$ cat config.mk
export PLATFORM = sky130hd
export DESIGN_NAME = bimt_front
export DESIGN_NICKNAME = d
export VERILOG_FILES = /design/src/design/bimt_pkg.sv /design/src/design/bimt_front.sv
export SDC_FILE = /design/constraint.sdc
export NUM_CORES = 1
export LEC_CHECK = 0
export ABC_CLOCK_PERIOD_IN_PS = 27000
export BUFFER_PORTS_ARGS = -buffer_cell sky130_fd_sc_hd__buf_2
export CAP_MARGIN = 20
export CORE_AREA = 2 2 136 138
export DETAILED_ROUTE_END_ITERATION = 8
export DIE_AREA = 0 0 138 140
export HOLD_SLACK_MARGIN = 0.08
export PLACE_DENSITY = 0.85
export SETUP_SLACK_MARGIN = 0.5
export SLEW_MARGIN = 15
export SYNTH_ARGS = -nofsm -noshare
export SYNTH_HDL_FRONTEND = slang
export SYNTH_SLANG_ARGS = --single-unit
$ cat constraint.sdc
create_clock -name clk -period 27 [get_ports clk]
set_input_delay 5.4 -clock clk [delete_from_list [all_inputs] [get_ports clk]]
set_output_delay 5.4 -clock clk [all_outputs]
set_load 0.01 [all_outputs]
$ cat src/design/bimt_pkg.sv
// Shared types and constants for the branch interval membership table.
// No dependencies; used by every module of the block.
package bimt_pkg;

  localparam int MAX_INTERVALS_DEF = 64;
  localparam int SEQ_BITS_DEF      = 62;

  localparam int ACTION_W    = 2;
  localparam int BRANCH_W    = 15;
  localparam int SEQ_FIELD_W = 62;
  localparam int STATUS_W    = 2;

  localparam int QUEUE_DEPTH = 2;

  localparam logic [ACTION_W-1:0] ACT_ADD   = 2'd0;
  localparam logic [ACTION_W-1:0] ACT_QUERY = 2'd1;
  localparam logic [ACTION_W-1:0] ACT_CLEAR = 2'd2;

  typedef enum logic [STATUS_W-1:0] {
    ST_OK      = 2'd0,
    ST_INVALID = 2'd1,
    ST_FULL    = 2'd2
  } status_t;

  // Work kinds decided by the front end
  typedef enum logic [2:0] {
    OP_ADD,
    OP_ADD_BAD,
    OP_QUERY,
    OP_CLEAR,
    OP_NOP
  } op_t;

  // seq_a: upper bound on an add; seq_b: lower bound on an add, sequence on a query
  typedef struct packed {
    op_t                    op;
    logic [BRANCH_W-1:0]    branch;
    logic [SEQ_FIELD_W-1:0] seq_a;
    logic [SEQ_FIELD_W-1:0] seq_b;
  } cmd_t;

  typedef enum logic [0:0] {
    BK_IDLE,
    BK_SCAN
  } back_state_t;

endpackage

$ cat src/design/bimt_front.sv
// Front end: takes command beats, checks intervals and classifies the work.
// Depends on bimt_pkg.
module bimt_front #(
  parameter int SEQ_BITS = bimt_pkg::SEQ_BITS_DEF
) (
  input  logic                             clk,
  input  logic                             rst_n,
  input  logic                             start,
  output logic                             busy,
  input  logic [bimt_pkg::ACTION_W-1:0]    in_action,
  input  logic [bimt_pkg::BRANCH_W-1:0]    in_item_branch,
  input  logic [bimt_pkg::SEQ_FIELD_W-1:0] in_upper_seq,
  input  logic [bimt_pkg::SEQ_FIELD_W-1:0] in_lower_seq,
  input  logic [bimt_pkg::SEQ_FIELD_W-1:0] in_query_seq,
  input  logic                             q_full,
  output logic                             q_push,
  output bimt_pkg::cmd_t                   q_cmd
);

  logic                             hold_r, hold_nxt;
  logic [bimt_pkg::ACTION_W-1:0]    act_r;
  logic [bimt_pkg::BRANCH_W-1:0]    branch_r;
  logic [bimt_pkg::SEQ_FIELD_W-1:0] upper_r;
  logic [bimt_pkg::SEQ_FIELD_W-1:0] lower_r;
  logic [bimt_pkg::SEQ_FIELD_W-1:0] qseq_r;

  logic                accept;
  logic [SEQ_BITS-1:0] upper_m, lower_m, qseq_m;
  logic                bad_interval;

  assign busy     = hold_r & q_full;
  assign accept   = start & ~busy;
  assign q_push   = hold_r & ~q_full;
  assign hold_nxt = accept | (hold_r & ~q_push);

  always_ff @(posedge clk) begin
    if (!rst_n) begin
      hold_r <= 1'b0;
    end else begin
      hold_r <= hold_nxt;
    end
  end

  always_ff @(posedge clk) begin
    if (accept) begin
      act_r    <= in_action;
      branch_r <= in_item_branch;
      upper_r  <= in_upper_seq;
      lower_r  <= in_lower_seq;
      qseq_r   <= in_query_seq;
    end
  end

  assign upper_m = upper_r[SEQ_BITS-1:0];
  assign lower_m = lower_r[SEQ_BITS-1:0];
  assign qseq_m  = qseq_r[SEQ_BITS-1:0];

  assign bad_interval = (upper_m == '0) | (lower_m == '0) | (upper_m <= lower_m);

  always_comb begin
    q_cmd.branch = branch_r;
    q_cmd.seq_a  = bimt_pkg::SEQ_FIELD_W'(upper_m);
    q_cmd.seq_b  = bimt_pkg::SEQ_FIELD_W'(lower_m);
    unique case (act_r)
      bimt_pkg::ACT_ADD: begin
        q_cmd.op = bad_interval ? bimt_pkg::OP_ADD_BAD : bimt_pkg::OP_ADD;
      end
      bimt_pkg::ACT_QUERY: begin
        q_cmd.op    = bimt_pkg::OP_QUERY;
        q_cmd.seq_b = bimt_pkg::SEQ_FIELD_W'(qseq_m);
      end
      bimt_pkg::ACT_CLEAR: begin
        q_cmd.op = bimt_pkg::OP_CLEAR;
      end
      default: begin
        q_cmd.op = bimt_pkg::OP_NOP;
      end
    endcase
  end

endmodule

==> metrics <==
critical-path maximum fanout=3; commonest non-fill, non-tap cell in the layout=buf_2; Ports=351; Worst slew margin=0.262; crit share post-route=0.417; WHS Endpoint=hold_r$_SDFF_PN0_; Initial Util=0.485; vias in the first global route=6592; DIE HEIGHT=140 um; critical path capture point type=output port; Filler Cells Inserted=1315; sequential cell area fraction in the yosys report=0.709; hold depth=2; CP required=21.60 ns; first-pass GRT wire length=36.0 mm; share of cells above drive strength 1=0.385; clock share of power=0.397; vias=6442; peak supply drop=50.2 uV; FP Rows=49; clk_lat worst skew=0.51 ns; FF+latch area=6120 sq um; arrival time at the worst endpoint=5.85 ns; Routed WL=24.3 mm; count of hold-fix buffers inserted at cts=0; post-synth design cell area=8630 sq um; commonest cells after routing, fill and taps aside=350 x buf_2, 203 x edfxtp_1, 76 x nand2_1; skew final=0.0115 ns; Post-synth EDFFs=203; Synth Area in Adders=0.0943; fin crit period=11.25 ns; worst setup margin=15.75 ns; post-synthesis compound-gate area fraction=0.0731; DR pass1 iterations=5; setup repair bufs after CTS=0; setup TNS=0 ns; HPWL Detailed=18.7 mm; Mapped Cells=621; R2R depth=4; Int Power=0.000594 W; xor and xnor area share after synthesis=0; slew of the pin with the lowest slew margin=1.11 ns; largest net degree at the start of global routing=124; Routability Congestion=0.826; CTS root buf=clkbuf_16; Die Wd=138 um; drt wl/cell=19.8 um; total grt overflow=0; H-Tree Depth=1; endpoints failing hold=0; Tot GR Track Use=0.243; Clock Sinks=204; ANT nets after route=0; FF-to-FF Start=hold_r$_SDFF_PN0_; Core Box Area=17800 sq um; Hold WC Path Type=register to register; WS Path Type=primary input to output port; RSZ-0062 raised after global routing=no; mux cell area share after synthesis=0.00131; Sw Share=0.230; post_cts resized=0; min-delay src=hold_r$_SDFF_PN0_; # DRC=0; final net count=1258; final setup vio count=0; Num CTS Buffers=22; RR Endpoint=lower_m[25]$_DFFE_PP_; Max-Cap Viols=0; Main synth FF type=edfxtp_1; Area Overhead vs Synth=32.4%; largest family of logic cells by synthesized area=adder cells; simple-gate portion of the synthesized area=0.0875; Async SR Flop Fraction=0; initial antenna violation count=4; Clock Pin Slew Worst Setup and Hold Paths=0.06 ns; die area=19300 sq um; mean post-synth cell area=13.9 sq um; dpl ws=15.75 ns; Multi-input gate area=2230 sq um; vias per inst=5.23; Net Switching=0.000177 W; post-synth cell types=29; TritonCTS clock tree=done; r2r setup slk=24.45 ns; Comb power frac=0.106; Pwr per Cell Area=67.5 nW/um^2; P_leak=4.98 nW; Seq pwr share=0.497; syn_nets=893; CP Launch Type=primary input; Longest Clk Path Bufs=3; initial DRC count=366; IO Port Bufs=350; fmax=88.9 MHz; flop and latch count out of synthesis=204; status=completed; Synth Warn #=0; Final Max Tran Viols=0
-- synth_stat cells, types with 5 or more instances --
library cell	instances	area [sq um]
edfxtp_1	203	6100
o21ai_0	70	350
clkbuf_1	13	48.8
nor4_1	34	213
ha_1	65	813
nor2_1	13	48.8
nand4_1	21	131
nand2_1	76	285
a211oi_1	5	37.5
inv_1	67	251
a21oi_1	24	120
-- layout make-up --
cell class / instances / share of cell area
clock buffer: 28 / 0.0502
sequential: 204 / 0.535
timing repair buffer: 354 / 0.158
multi-input combinational: 337 / 0.195
inverter: 67 / 0.0220
tap: 229 / 0.0251
clock inverter: 10 / 0.0139
antenna: 2 / 0.000438
-- registers in the layout, summed over array words and instances, names as in the netlist --
| signal | count |
|---|---|
| lower_m | 62 |
| hold_r | 1 |
| qseq_m | 62 |
| act_r | 2 |
| upper_m | 62 |
| branch_r | 15 |
-- kinds of logic after synthesis --
family / Yosys count
compound gates: 114
fa+ha+maj: 65
buf+inv: 80
flops: 204
mux: 1
simple gates: 157
-- worst max-delay path by stage --
| stage | from | end | slack (ns) | depth (start not counted) |
|---|---|---|---|---|
| final | q_full | busy | 15.75 | 3 |
| after global routing | q_full | busy | 15.71 | 3 |
| after CTS | q_full | busy | 15.75 | 3 |
| after detailed placement | q_full | busy | 15.75 | 3 |
| after global placement | q_full | busy | 15.78 | 3 |
| after floorplan | q_full | act_r[0]$_DFFE_PP_ | 11.69 | 2 |
-- layer usage --
layer  vias up  global-route usage  routed length (um)
met5         -                   0                  24
met4         4               0.102                 970
met3        60              0.0550                1690
met2       296               0.434               12500
met1      3014               0.284                9200
li1       3068                   -                   -
-- critical path: stages --
cell    delay (ns)
buf_2         0.08
and2_1        0.20
buf_2         0.16
-- power groups by stage --
stage	logic [W]	clock network [W]	registers, W
floorplan	0.0000359	0	0.000394
global placement	0.0000776	0	0.000389
detailed placement	0.0000809	0	0.000390
CTS	0.0000817	0.000310	0.000383
global route	0.0000909	0.000322	0.000385
finish	0.0000818	0.000306	0.000383
-- through the flow --
step,util,hold slack (ns),std cells,power (W),cell area (sq um)
final,0.642,0.672,1231,0.000771,11400
after global routing,0.642,0.753,1230,0.000798,11400
after CTS,0.641,0.672,1228,0.000775,11400
after detailed placement,0.599,0.654,1190,0.000471,10700
after global placement,0.599,0.638,1190,0.000467,10700
after floorplan,-,0.636,621,0.000430,8630
Note: power is estimated with default switching activity, not from simulation.
