**config.mk**
```make
export PLATFORM = sky130hd
export DESIGN_NAME = bimt_queue
export DESIGN_NICKNAME = d
export VERILOG_FILES = /design/src/design/bimt_pkg.sv /design/src/design/bimt_queue.sv
export SDC_FILE = /design/constraint.sdc
export NUM_CORES = 1
export LEC_CHECK = 0
export BUFFER_PORTS_ARGS = -buffer_cell sky130_fd_sc_hd__buf_2
export CAP_MARGIN = 20
export CORE_ASPECT_RATIO = 0.5
export CORE_UTILIZATION = 52
export DETAILED_ROUTE_END_ITERATION = 8
export PLACE_DENSITY = 0.91
export SLEW_MARGIN = 20
export SYNTH_ARGS = -nofsm -noshare
export SYNTH_HDL_FRONTEND = slang
export SYNTH_SLANG_ARGS = --single-unit
export TNS_END_PERCENT = 20
```
**constraint.sdc**
```tcl
create_clock -name clk -period 8.9 [get_ports clk]
set_clock_uncertainty 0.1 [all_clocks]
set_input_delay 1.78 -clock clk [delete_from_list [all_inputs] [get_ports clk]]
set_output_delay 1.78 -clock clk [all_outputs]
set_load 0.01 [all_outputs]
```
**src/design/bimt_pkg.sv**
```systemverilog
// Shared types and constants for the branch interval membership table.
// No dependencies; used by every module of the block.
package bimt_pkg;

  localparam int MAX_INTERVALS_DEF = 64;
  localparam int SEQ_BITS_DEF      = 62;

  localparam int ACTION_W    = 2;
  localparam int BRANCH_W    = 15;
  localparam int SEQ_FIELD_W = 62;
  localparam int STATUS_W    = 2;

  localparam int QUEUE_DEPTH = 2;

  localparam logic [ACTION_W-1:0] ACT_ADD   = 2'd0;
  localparam logic [ACTION_W-1:0] ACT_QUERY = 2'd1;
  localparam logic [ACTION_W-1:0] ACT_CLEAR = 2'd2;

  typedef enum logic [STATUS_W-1:0] {
    ST_OK      = 2'd0,
    ST_INVALID = 2'd1,
    ST_FULL    = 2'd2
  } status_t;

  // Work kinds decided by the front end
  typedef enum logic [2:0] {
    OP_ADD,
    OP_ADD_BAD,
    OP_QUERY,
    OP_CLEAR,
    OP_NOP
  } op_t;

  // seq_a: upper bound on an add; seq_b: lower bound on an add, sequence on a query
  typedef struct packed {
    op_t                    op;
    logic [BRANCH_W-1:0]    branch;
    logic [SEQ_FIELD_W-1:0] seq_a;
    logic [SEQ_FIELD_W-1:0] seq_b;
  } cmd_t;

  typedef enum logic [0:0] {
    BK_IDLE,
    BK_SCAN
  } back_state_t;

endpackage

```
**src/design/bimt_queue.sv**
```systemverilog
// Short command queue between front and back ends.
// Depends on bimt_pkg.
module bimt_queue (
  input  logic           clk,
  input  logic           rst_n,
  input  logic           push,
  input  bimt_pkg::cmd_t push_cmd,
  input  logic           pop,
  output bimt_pkg::cmd_t head_cmd,
  output logic           full,
  output logic           empty
);

  localparam int DEPTH = bimt_pkg::QUEUE_DEPTH;
  localparam int PTR_W = (DEPTH > 1) ? $clog2(DEPTH) : 1;
  localparam int CNT_W = $clog2(DEPTH + 1);

  bimt_pkg::cmd_t   slot_r [DEPTH];
  logic [PTR_W-1:0] wptr_r, wptr_nxt;
  logic [PTR_W-1:0] rptr_r, rptr_nxt;
  logic [CNT_W-1:0] fill_r, fill_nxt;
  logic             do_push, do_pop;

  assign full     = (fill_r == CNT_W'(DEPTH));
  assign empty    = (fill_r == '0);
  assign do_push  = push & ~full;
  assign do_pop   = pop & ~empty;
  assign head_cmd = slot_r[rptr_r];

  // depth is a power of two, so pointers wrap on their own
  assign wptr_nxt = do_push ? wptr_r + PTR_W'(1) : wptr_r;
  assign rptr_nxt = do_pop  ? rptr_r + PTR_W'(1) : rptr_r;

  always_comb begin
    fill_nxt = fill_r;
    if (do_push && !do_pop) begin
      fill_nxt = fill_r + CNT_W'(1);
    end else if (do_pop && !do_push) begin
      fill_nxt = fill_r - CNT_W'(1);
    end
  end

  always_ff @(posedge clk) begin
    if (!rst_n) begin
      wptr_r <= '0;
      rptr_r <= '0;
      fill_r <= '0;
    end else begin
      wptr_r <= wptr_nxt;
      rptr_r <= rptr_nxt;
      fill_r <= fill_nxt;
    end
  end

  always_ff @(posedge clk) begin
    if (do_push) begin
      slot_r[wptr_r] <= push_cmd;
    end
  end

endmodule

```
==> qor_table.md <==
| Result | Reported | Unit |
|:---|:---|:---|
| Buffer type at the clock tree root | sky130_fd_sc_hd__clkbuf_16 | - |
| Placed Cells | 1011 | - |
| Routed WL per cell | 19.78 | um |
| Crit path max fanout | 65 | - |
| Die Span X | 205.9 | um |
| Proportion of register bits with asynchronous set or reset after synthesis | 0 | % |
| Final Power | 0.003929 | W |
| # fillers | 1317 | - |
| Antenna-violating nets left | 0 | - |
| Clock H-tree levels | 1 | - |
| Netlist cell types | 21 | - |
| Post-synthesis cell count | 467 | - |
| Unrepaired setup endpoints after global routing | false | - |
| Total detailed-routing wirelength | 20.98 | mm |
| Count of endpoints failing setup in the final report | 0 | - |
| Relative slew slack | 23.73 | % |
| Core footprint | 19910 | sq um |
| Global-route wire length before repair | 31.09 | mm |
| Synth warn | 0 | - |
| GR Util All Layers | 19.38 | % |
| Worst skew pair latency | 0.53 | ns |
| Max-slew violations | 0 | - |
| Maximum number of pins on one net before global-route repair | 77 | - |
| Total negative setup slack | 0 | ns |
| Result of the run | finished clean | - |
| Average vias per placed instance | 5.057 | - |
| Seq/Total Area, Yosys | 79.86 | % |
| Effective utilization at floorplan | 54.27 | % |
| CP Launch Type | flip-flop | - |
| DP Wirelength | 14.07 | mm |
| Dominant combinational cell family by area after synthesis | multiplexers | - |
| Post-synth net total | 614 | - |
| Peak ir drop on the vdd network | 0.3717 | mV |
| Num ports | 290 | - |
| Synthesized area per cell | 23.14 | sq um |
| Initial antenna violation count | 3 | - |
| Cells resized by post-CTS repair | 0 | - |
| Final critical delay including setup and external delays | 4.317 | ns |
| # rows | 36 | - |
| Clock tree sinks | 289 | - |
| DRC marker count from the first detailed-route iteration | 255 | - |
| Worst Tran Pin Value | 1.144 | ns |
| Required arrival time at the worst endpoint | 7.02 | ns |
| Number of enable-type register cells in the synthesized netlist | 284 | - |
| Post-synthesis share of cell area spent on xor and xnor gates | 0.2432 | % |
| Count of hold-fix buffers inserted at cts | 0 | - |
| Area of the die | 21390 | sq um |
| Total power divided by cell area | 293.1 | nW/um^2 |
| Biggest area contributors in the synthesized netlist | sky130_fd_sc_hd__edfxtp_1 (79%), sky130_fd_sc_hd__mux2_4 (11%), sky130_fd_sc_hd__mux2_2 (6.5%) | - |
| Reg2reg setup slack | 5.98 | ns |
| # DRC | 0 | - |
| Routability cong. | 0.7603 | - |
| Die Height | 103.9 | um |
| Number of port buffers | 289 | - |
| Layout overhead on the synthesized area | 24.08 | % |
| Number of clock buffers inserted by TritonCTS | 26 | - |
| Final-report hold violation count | 0 | - |
| TritonCTS clock tree | done | - |
| Fraction of the cycle the final worst path needs | 48.50 | % |
| Worst hold-check path type | flip-flop to flip-flop | - |
| Synth Area in Simple Gates | 0.5096 | % |
| Post-Route Utilization | 67.33 | % |
| Routed vias | 5365 | - |
| Critical Path End Type | output port | - |
| Adder-cell share of the synthesized area | 0.1158 | % |
| Maximum clock insertion buffer count | 3 | - |
| Number of buffers inserted by post-CTS setup repair | 0 | - |
| Setup Crit Path Kind | flip-flop to output port | - |
| Net count reported at finish | 920 | - |
| Area of the mapped netlist | 10800 | sq um |
| Peak Freq | 231.7 | MHz |
| Via count of the first global-routing pass | 5572 | - |
| Flop and latch count out of synthesis | 289 | - |
| Post-synthesis mux area share | 17.58 | % |
| Most frequently used cell type in the post-synthesis netlist | sky130_fd_sc_hd__edfxtp_1 | - |
| Most used flip-flop cell after synthesis | sky130_fd_sc_hd__edfxtp_1 | - |
| Commonest cells in the synthesized netlist | sky130_fd_sc_hd__edfxtp_1 (284), sky130_fd_sc_hd__mux2_4 (80), sky130_fd_sc_hd__mux2_2 (62) | - |
| Clock-pin slew on the worst setup and hold paths | 0.06 | ns |
| Complex-gate fraction of the synthesized area | 0.3011 | % |
| Share of post-route cells with drive strength above 1 | 60.48 | % |
| Leakage dissipation | 5.156 | nW |
| Leftover overflow at the end of global routing | 0 | - |
| Max Cap Viol | 0 | - |
| Cell accounting for the most synthesized area | sky130_fd_sc_hd__edfxtp_1 | - |
| Number of optimization iterations in the first detailed-route pass | 4 | - |
| Final non-filler cell total | 1061 | - |
| Endpoint arrival time on the critical path | 2.44 | ns |
| Portion of synthesized cell area occupied by the leading cell type | 78.93 | % |
## sequential cells by signal, indices dropped and copies added (netlist names), named ones only
register	cells
fill_r	2
slot_r	284
rptr_r	1
wptr_r	1
## power breakdown
part / total [W] / internal [W] / switching (W)
logic: 0.000989 / 0.000484 / 0.000505
registers: 0.00177 / 0.00171 / 0.0000537
clock network: 0.00117 / 0.000697 / 0.000476
total: 0.00393 / 0.00289 / 0.00103
## metal layers
layer  routed length [um]  part of all wire (%)  vias up  GRT usage (%)
met4                  692                   3.3        0          7.143
met2                11740                    56      143          36.63
met3                  792                   3.8       44          3.634
met5                    0                     0        -              0
li1                     -                     -     2470              -
met1                 7762                    37     2708          21.56
## final timing paths
kind	from	end	cells past startpoint
setup / recovery	flip-flop	head_cmd[120]	3
hold / removal	fill_r[1]	fill_r[1]	2
setup reg to reg	fill_r[0]	slot_r[1][118]	3
hold reg to reg	fill_r[1]	fill_r[1]	2
## stage by stage
step | setup slack [ns] | hold WS (ns) | cell area (sq um)
3_5_place_dp | 4.673 | 0.4116 | 12490
3_3_place_gp | 4.727 | 0.3979 | 12490
4_1_cts | 4.513 | 0.4216 | 13400
6_report | 4.583 | 0.4180 | 13410
5_1_grt | 4.461 | 0.4559 | 13410
2_1_floorplan | 0.8563 | 0.3833 | 10800
## worst max-delay path: stages (launching register included)
cell and delay, ns:
sky130_fd_sc_hd__dfxtp_4 0.44, sky130_fd_sc_hd__buf_4 0.85, sky130_fd_sc_hd__mux2_2 0.42, sky130_fd_sc_hd__buf_2 0.14
## cells by family after synthesis
kind of cell,count (synthesis)
AO/OA/AOI/OAI,5
XOR/XNOR,3
adder cells (fa/ha/maj),1
buffers and inverters,18
flip-flops,289
multiplexers,142
AND/OR/NAND/NOR,9
## layout by cell type (no fill, tap or decap)
cell | netlist | final
sky130_fd_sc_hd__buf_2 | 6 | 289
sky130_fd_sc_hd__edfxtp_1 | 284 | 284
sky130_fd_sc_hd__mux2_4 | 80 | 80
sky130_fd_sc_hd__mux2_2 | 62 | 62
sky130_fd_sc_hd__clkbuf_16 | 0 | 27
sky130_fd_sc_hd__clkinv_1 | 0 | 6
sky130_fd_sc_hd__bufinv_16 | 0 | 5
sky130_fd_sc_hd__buf_4 | 0 | 5
sky130_fd_sc_hd__clkinv_2 | 0 | 4
sky130_fd_sc_hd__dfxtp_1 | 5 | 4
sky130_fd_sc_hd__diode_2 | 0 | 3
sky130_fd_sc_hd__and2_1 | 3 | 3
sky130_fd_sc_hd__inv_1 | 2 | 2
sky130_fd_sc_hd__nor2_1 | 2 | 2
sky130_fd_sc_hd__xnor2_1 | 2 | 2
sky130_fd_sc_hd__clkinv_4 | 0 | 2
sky130_fd_sc_hd__clkinvlp_4 | 0 | 2
sky130_fd_sc_hd__nand2b_1 | 1 | 1
sky130_fd_sc_hd__o21ai_1 | 1 | 1
sky130_fd_sc_hd__and3_4 | 0 | 1
sky130_fd_sc_hd__nor3_4 | 0 | 1
sky130_fd_sc_hd__a21boi_0 | 1 | 1
sky130_fd_sc_hd__o21a_1 | 1 | 1
sky130_fd_sc_hd__xor2_1 | 1 | 1
sky130_fd_sc_hd__o21ai_0 | 1 | 1
sky130_fd_sc_hd__or3_1 | 1 | 1
sky130_fd_sc_hd__a21boi_1 | 1 | 1
sky130_fd_sc_hd__ha_1 | 1 | 1
sky130_fd_sc_hd__dfxtp_4 | 0 | 1
sky130_fd_sc_hd__clkbuf_1 | 0 | 1
## cell type report
type                       count  area (sq um)  area share (%)
sequential                   289          8632           64.39
multi-input combinational    160          2037           15.19
timing repair buffer         294          1484           11.07
clock buffer                  28         679.4           5.068
tap                          266         332.8           2.483
clock inverter                19         225.2           1.680
inverter                       2         7.507         0.05600
antenna                        3         7.507         0.05600
No activity file was read; power rests on OpenSTA's default activity.
